**src/rtl/lsog_pkg.sv**
```systemverilog
package lsog_pkg;

  // one full turn and half a turn in 0.01 degree units
  localparam logic [15:0] TURN_CDEG      = 16'd36000;
  localparam logic [15:0] HALF_TURN_CDEG = 16'd18000;

  localparam int unsigned CFG_IDX_W = 2;
  localparam int unsigned CFG_DATA_W = 16;

  // reset values of the configuration registers
  localparam logic [15:0] RST_MIN_DIST   = 16'd0;
  localparam logic [15:0] RST_STOP_DIST  = 16'd300;
  localparam logic [15:0] RST_FRONT_CTR  = 16'd0;
  localparam logic [14:0] RST_HALF_WIDTH = 15'd3000;

  typedef enum logic [1:0] {
    REQ_POINT   = 2'd0,
    REQ_END     = 2'd1,
    REQ_TIMEOUT = 2'd2
  } req_e;

  typedef enum logic [CFG_IDX_W-1:0] {
    CFG_MIN_DIST     = 2'd0,
    CFG_STOP_DIST    = 2'd1,
    CFG_FRONT_CENTRE = 2'd2,
    CFG_HALF_WIDTH   = 2'd3
  } cfg_idx_e;

  typedef struct packed {
    logic [1:0]  req_type;
    logic [15:0] distance_mm;
    logic [15:0] angle_cdeg;
  } in_t;

  typedef struct packed {
    logic       forward_allowed;
    logic       backward_allowed;
    logic [1:0] obstacle_mask;
  } out_t;

  // live configuration, sector centers already reduced below a turn
  typedef struct packed {
    logic [15:0] min_valid_distance;
    logic [15:0] stop_distance;
    logic [15:0] front_heading;
    logic [15:0] rear_heading;
    logic [14:0] sector_span;
  } cfg_t;

  // reduce a 16-bit angle below one turn (a single subtract suffices)
  function automatic logic [15:0] wrap_turn(input logic [15:0] a);
    wrap_turn = (a >= TURN_CDEG) ? (a - TURN_CDEG) : a;
  endfunction

endpackage

```
**src/rtl/lsog_cfg.sv**
```systemverilog
module lsog_cfg (
  input  logic                               clk,
  input  logic                               rst,
  input  logic                               cfg_valid,
  input  logic [lsog_pkg::CFG_IDX_W-1:0]     cfg_index,
  input  logic [lsog_pkg::CFG_DATA_W-1:0]    cfg_data,
  output lsog_pkg::cfg_t                     cfg
);
  import lsog_pkg::*;

  logic [15:0] front_red;
  logic [15:0] back_red;

  // centers are reduced once at write time
  always_comb begin
    front_red = wrap_turn(cfg_data);
    back_red  = (front_red >= HALF_TURN_CDEG) ? (front_red - HALF_TURN_CDEG)
                                              : (front_red + HALF_TURN_CDEG);
  end

  // register file
  always_ff @(posedge clk) begin
    if (rst) begin
      cfg.min_valid_distance <= RST_MIN_DIST;
      cfg.stop_distance      <= RST_STOP_DIST;
      cfg.front_heading      <= RST_FRONT_CTR;
      cfg.rear_heading       <= HALF_TURN_CDEG;
      cfg.sector_span        <= RST_HALF_WIDTH;
    end else if (cfg_valid) begin
      case (cfg_idx_e'(cfg_index))
        CFG_MIN_DIST:     cfg.min_valid_distance <= cfg_data;
        CFG_STOP_DIST:    cfg.stop_distance      <= cfg_data;
        CFG_FRONT_CENTRE: begin
          cfg.front_heading <= front_red;
          cfg.rear_heading  <= back_red;
        end
        CFG_HALF_WIDTH:   cfg.sector_span        <= cfg_data[14:0];
        default: ;
      endcase
    end
  end

endmodule

```
**src/rtl/lsog_sector.sv**
```systemverilog
module lsog_sector (
  input  logic [15:0] angle,
  input  logic [15:0] center,
  input  logic [14:0] span,
  output logic        hit
);
  import lsog_pkg::*;

  logic [16:0] diff;
  logic [15:0] rel;
  logic [15:0] offset;

  // wrapped absolute offset of angle from center, both below a turn
  always_comb begin
    diff   = {1'b0, angle} - {1'b0, center};
    rel    = diff[16] ? (diff[15:0] + TURN_CDEG) : diff[15:0];
    offset = (rel > HALF_TURN_CDEG) ? (TURN_CDEG - rel) : rel;
    hit    = (offset <= {1'b0, span});
  end

endmodule

```
**src/rtl/lidar_sector_obstacle_guard_unit.sv**
```systemverilog
// Lidar sector obstacle guard. Point beats mark the front or back sector when
// their distance lies in [min_valid_distance, stop_distance] and their wrapped
// bearing is within the sector half width of the sector center (front checked
// first, back centered half a turn away). An end-of-scan beat returns the
// permissions and mask and clears the marks; a timeout beat returns both
// directions blocked and clears them; point beats and request code 3 return
// nothing. One beat is accepted every cycle unless the input stalls as below; a
// result passes through the input register, then the result register. Input
// stalls only while an end-of-scan or timeout beat sits in the input register
// and the result register holds a result that is not being taken. Configuration
// writes are taken every cycle and should be made while the block is idle.
module lidar_sector_obstacle_guard_unit (
  input  logic                               clk,
  input  logic                               rst,
  input  logic                               item_valid,
  output logic                               item_ready,
  input  lsog_pkg::in_t                      item,
  output logic                               result_valid,
  input  logic                               result_ready,
  output lsog_pkg::out_t                     result,
  input  logic                               cfg_valid,
  output logic                               cfg_ready,
  input  logic [lsog_pkg::CFG_IDX_W-1:0]     cfg_index,
  input  logic [lsog_pkg::CFG_DATA_W-1:0]    cfg_data
);
  import lsog_pkg::*;

  cfg_t  cfg;
  logic  s1_valid;
  in_t   s1;
  logic  front_seen;
  logic  back_seen;
  logic  front_hit;
  logic  back_hit;
  logic  in_range;
  logic  makes_result;
  logic  advance;
  out_t  result_next;

  assign cfg_ready = 1'b1;

  lsog_cfg u_cfg (
    .clk       (clk),
    .rst       (rst),
    .cfg_valid (cfg_valid),
    .cfg_index (cfg_index),
    .cfg_data  (cfg_data),
    .cfg       (cfg)
  );

  // input register, bearing reduced below a turn on capture
  always_ff @(posedge clk) begin
    if (rst) begin
      s1_valid <= 1'b0;
    end else if (item_ready) begin
      s1_valid <= item_valid;
    end
  end

  always_ff @(posedge clk) begin
    if (item_valid && item_ready) begin
      s1.req_type    <= item.req_type;
      s1.distance_mm <= item.distance_mm;
      s1.angle_cdeg  <= wrap_turn(item.angle_cdeg);
    end
  end

  // sector tests
  lsog_sector u_front (
    .angle  (s1.angle_cdeg),
    .center (cfg.front_heading),
    .span   (cfg.sector_span),
    .hit    (front_hit)
  );

  lsog_sector u_back (
    .angle  (s1.angle_cdeg),
    .center (cfg.rear_heading),
    .span   (cfg.sector_span),
    .hit    (back_hit)
  );

  // flow control: only end and timeout beats need the result register
  always_comb begin
    in_range     = (s1.distance_mm >= cfg.min_valid_distance) &&
                   (s1.distance_mm <= cfg.stop_distance);
    makes_result = (s1.req_type == REQ_END) || (s1.req_type == REQ_TIMEOUT);
    advance      = s1_valid && (!makes_result || !result_valid || result_ready);
    item_ready   = !s1_valid || advance;
  end

  // result payload
  always_comb begin
    if (s1.req_type == REQ_TIMEOUT) begin
      result_next.forward_allowed  = 1'b0;
      result_next.backward_allowed = 1'b0;
      result_next.obstacle_mask    = 2'b11;
    end else begin
      result_next.forward_allowed  = !front_seen;
      result_next.backward_allowed = !back_seen;
      result_next.obstacle_mask    = {back_seen, front_seen};
    end
  end

  // sector marks
  always_ff @(posedge clk) begin
    if (rst) begin
      front_seen <= 1'b0;
      back_seen  <= 1'b0;
    end else if (advance) begin
      case (req_e'(s1.req_type))
        REQ_POINT: begin
          if (in_range && front_hit) begin
            front_seen <= 1'b1;
          end else if (in_range && back_hit) begin
            back_seen <= 1'b1;
          end
        end
        REQ_END, REQ_TIMEOUT: begin
          front_seen <= 1'b0;
          back_seen  <= 1'b0;
        end
        default: ;
      endcase
    end
  end

  // result register
  always_ff @(posedge clk) begin
    if (rst) begin
      result_valid <= 1'b0;
    end else if (advance && makes_result) begin
      result_valid <= 1'b1;
    end else if (result_ready) begin
      result_valid <= 1'b0;
    end
  end

  always_ff @(posedge clk) begin
    if (advance && makes_result) begin
      result <= result_next;
    end
  end

endmodule

```
**config.mk**
```make
export PLATFORM = sky130hd
export DESIGN_NAME = lidar_sector_obstacle_guard_unit
export DESIGN_NICKNAME = d
export VERILOG_FILES = /design/src/rtl/lsog_pkg.sv /design/src/rtl/lsog_cfg.sv /design/src/rtl/lsog_sector.sv /design/src/rtl/lidar_sector_obstacle_guard_unit.sv
export SDC_FILE = /design/constraint.sdc
export NUM_CORES = 1
export LEC_CHECK = 0
export ABC_AREA = 1
export BUFFER_PORTS_ARGS = -buffer_cell sky130_fd_sc_hd__buf_2
export CAP_MARGIN = 20
export CORE_MARGIN = 4
export CORE_UTILIZATION = 25
export CTS_CLUSTER_DIAMETER = 50
export DETAILED_ROUTE_END_ITERATION = 8
export REMOVE_ABC_BUFFERS = 1
export SETUP_SLACK_MARGIN = 0.1
export SLEW_MARGIN = 0
export SYNTH_ARGS = -nofsm -noshare
export SYNTH_HDL_FRONTEND = slang
export SYNTH_HIERARCHICAL = 1
export SYNTH_SLANG_ARGS = --single-unit
```
**constraint.sdc**
```tcl
create_clock -name clk -period 5.5 [get_ports clk]
set_input_delay 0 -clock clk [delete_from_list [all_inputs] [get_ports clk]]
set_output_delay 0 -clock clk [all_outputs]
set_load 0.02 [all_outputs]
```
==> results.txt <==
Status: complete, no violations
Clock Latency Late Sink: 0.43 ns
Peak supply drop: 0.233 mV
Vias post-DR: 10700
Crit path from: s1[0]$_DFFE_PP_
Number of synthesized flops with an enable pin: 38
WL final: 29.7 mm
Synth cell types: 51
Reg-to-reg critical path endpoint: front_seen$_SDFFE_PP0P_
Leak pwr: 6.75 nW
CTS Buf Count: 17
DR DRC count: 0
DRT antenna net count: 0
Fmax: 202 MHz
Post-synthesis sequential area ratio: 0.246
Switching Share: 0.423
Clock sinks: 117
Worst setup path class: flip-flop to flip-flop
Bufs on Longest Clock Path: 2
Clock tree from TritonCTS: yes
Initial drt markers: 622
Worst Path Required: 5.84 ns
Post-Route M1 WL: 13.4 mm
Fin nets: 1975
Site Rows: 76
Layout cells sized above 1: 0.132
CTS root buffer: clkbuf_16
Syn Area/Cell: 6.50 um2
Layout Cells excl Fill: 2409
DR WL/cell: 12.3 um
Slew Limit Fails: 0
Max layer used: met4
Placed insts: 2322
Power per cell area: 302 nW/um2
CP Capture Type: flip-flop
Reg2Reg Depth: 37
Vias in the first global route: 10100
Final Setup Violations: 0
GRT Total Usage: 0.124
Async set-or-reset flop fraction in the synthesized netlist: 0
Die area: 47700 um2
Pin count of the biggest net entering global routing: 46
Top cell type's share of synthesized area: 0.166
H-tree levels: 4
Worst R2R Setup Slack: 0.56 ns
Cell with the most instances after synthesis: nand2_1
Worst hold start: cfg_data[10]
FF+latch count, synth: 117
Synth area leaders: nand2_1, dfxtp_1, ha_1
Vias per cell: 4.44
RD Place Congestion: 0.873
Fin crit period: 4.94 ns
Most used cell, CP: nand2_1
Clock share of power: 0.272
Peak fanout along the critical path: 15
Initial antenna violation count: 0
PnR worst setup slack: 0.560 ns
Ant diodes: 0
Remaining global-route overflow: 0
Mapped cell area: 11100 um2
Syn Inst Count: 1702
IO Pins: 64
Sw power: 1.68 mW
Worst Path Arrival: 5.28 ns
Total of warnings raised by yosys: 6
Die H: 218 um
Final Total Pwr: 3.96 mW
Reg power frac: 0.247
Metal2 WL: 14.5 mm
Max cap viols: 0
Int Power: 2.29 mW
Core area: 43500 um2
Main synth FF type: dfxtp_1
TritonRoute pass-1 iters: 5
CP Launch Type: flip-flop
Place WS: 0.464 ns
Total negative slack: 0 ns
Final Cycle Share: 0.898
Die Width: 218 um
Hold Vio Cnt, Final: 0
Layout area overhead: 18.6%
Reg-to-Reg Start: s1[0]$_DFFE_PP_
Commonest cells in the netlist: nand2_1, inv_1, nand3_1
Dominant cell type by area after synthesis: nand2_1
Hold Path End: u_cfg/cfg[57]$_SDFFE_PP0P_
WL met3: 936 um
Min-Delay Path Class: input port to flip-flop
Reg clk slew, reported paths: 0.06 ns
Starting Density: 0.255
Worst Clk Skew: 0.0118 ns
Slew of the pin with the lowest slew margin: 0.870 ns
RSZ-0062 raised after global routing: false
Gate power share: 0.481
I/O Buffers: 62
First-pass GRT wire length: 48.6 mm
Dpl hpwl: 24.0 mm
CP max stage cell: fa_1
Relative slew margins: 0.420
Hold Path Cell Cnt: 3
Max incr delay on CP: 0.45 ns
Fill count: 4751
[critical path: cells and delay by family (launching register included)]
family | cells | cell delay [ns]
AOI/OAI and AO/OA | 8 | 1.10
buffers and inverters | 4 | 0.25
and+or+nand+nor | 21 | 1.99
DFF | 1 | 0.39
adders and majority gates | 4 | 1.10
[sequential cells by signal, indices dropped and copies added, names as in the netlist]
signal and flops:
back_seen 1, s1_valid 1, s1 34, result 4, result_valid 1, front_seen 1
u_cfg/cfg 75
[worst max path at each step]
stage                                   end  slack [ns]  depth (start not counted)
floorplan            back_seen$_SDFFE_PP0P_        0.83                         34
CTS                  back_seen$_SDFFE_PP0P_        0.44                         32
finish              front_seen$_SDFFE_PP0P_        0.56                         37
global placement     back_seen$_SDFFE_PP0P_        0.50                         32
detailed placement   back_seen$_SDFFE_PP0P_        0.46                         32
global route         back_seen$_SDFFE_PP0P_         0.1                         37
[power groups by stage]
stage | Combinational [mW] | Clock [mW] | Sequential [mW]
after detailed placement | 1.83 | 0 | 0.997
after CTS | 1.88 | 1.10 | 0.980
after global routing | 2.18 | 1.13 | 0.984
after global placement | 1.80 | 0 | 0.996
after floorplan | 1.42 | 0 | 0.983
final | 1.91 | 1.08 | 0.979
[per-stage QoR]
stage	cell area, um2	utilization	hold WS, ns
floorplan	10800	-	0.0624
global placement	12000	0.275	0.177
detailed placement	12000	0.275	0.178
CTS	13100	0.301	0.0233
global route	13100	0.302	0.0359
finish	13100	0.302	0.0344
[cell usage in the layout, fill, tap and decap left out, types with 3 or more instances in the layout]
cell / netlist / routed
nand2_4: 22 / 20
nor2_2: 10 / 10
a21oi_2: 4 / 7
clkinvlp_4: 0 / 4
nand3_2: 12 / 12
nor3_2: 4 / 6
nand2_2: 48 / 51
nand4_1: 18 / 18
o21ai_0: 66 / 66
o211ai_1: 17 / 17
nor2_1: 112 / 112
edfxtp_1: 38 / 38
inv_2: 7 / 7
nor3_1: 6 / 4
o21ai_1: 5 / 5
buf_2: 3 / 62
clkbuf_16: 0 / 17
nor2_4: 3 / 3
dfxtp_1: 79 / 79
ha_1: 105 / 104
inv_6: 0 / 5
xor2_1: 24 / 24
dlygate4sd3_1: 0 / 53
o21bai_1: 7 / 7
nand2_1: 490 / 487
nand3_1: 139 / 139
buf_4: 14 / 11
inv_1: 310 / 310
xnor2_1: 6 / 6
a21oi_1: 99 / 96
[logic make-up (layout without fill, tap and decap cells)]
| family | Yosys count | after routing | share of synthesized area |
|---|---|---|---|
| AO/OA/AOI/OAI | 214 | 214 | 0.109 |
| XOR/XNOR | 32 | 32 | 0.0287 |
| adder cells (fa/ha/maj) | 107 | 107 | 0.122 |
| buffers and inverters | 358 | 480 | 0.131 |
| flip-flops | 117 | 117 | 0.246 |
| other | 1 | 1 | 0.000339 |
| AND/OR/NAND/NOR | 873 | 873 | 0.362 |
[cell type report]
class | instances | area, um2 | share of cell area
Timing Repair Buffer | 127 | 943 | 0.0719
Clock buffer | 20 | 457 | 0.0348
Multi-Input combinational cell | 1227 | 6950 | 0.529
Sequential cell | 117 | 2720 | 0.207
Inverter | 321 | 1210 | 0.0921
Tap cell | 585 | 732 | 0.0558
Clock inverter | 12 | 118 | 0.00896
[what timing repair did]
| item | CTS | global route |
|---|---|---|
| resized for setup | 0 | 9 |
| setup endpoints to repair | 0 | 2 |
| buffers inserted | 0 | 2 |
| endpoints found under the hold margin | 78 | 0 |
| hold buffers | 53 | 0 |
[routing by layer]
layer / global-route usage / up-vias
li1: - / 5591
met1: 0.152 / 4865
met2: 0.220 / 188
met3: 0.0179 / 50
met4: 0.0461 / 0
met5: 0 / -
Note: power is estimated with default switching activity, not from simulation.
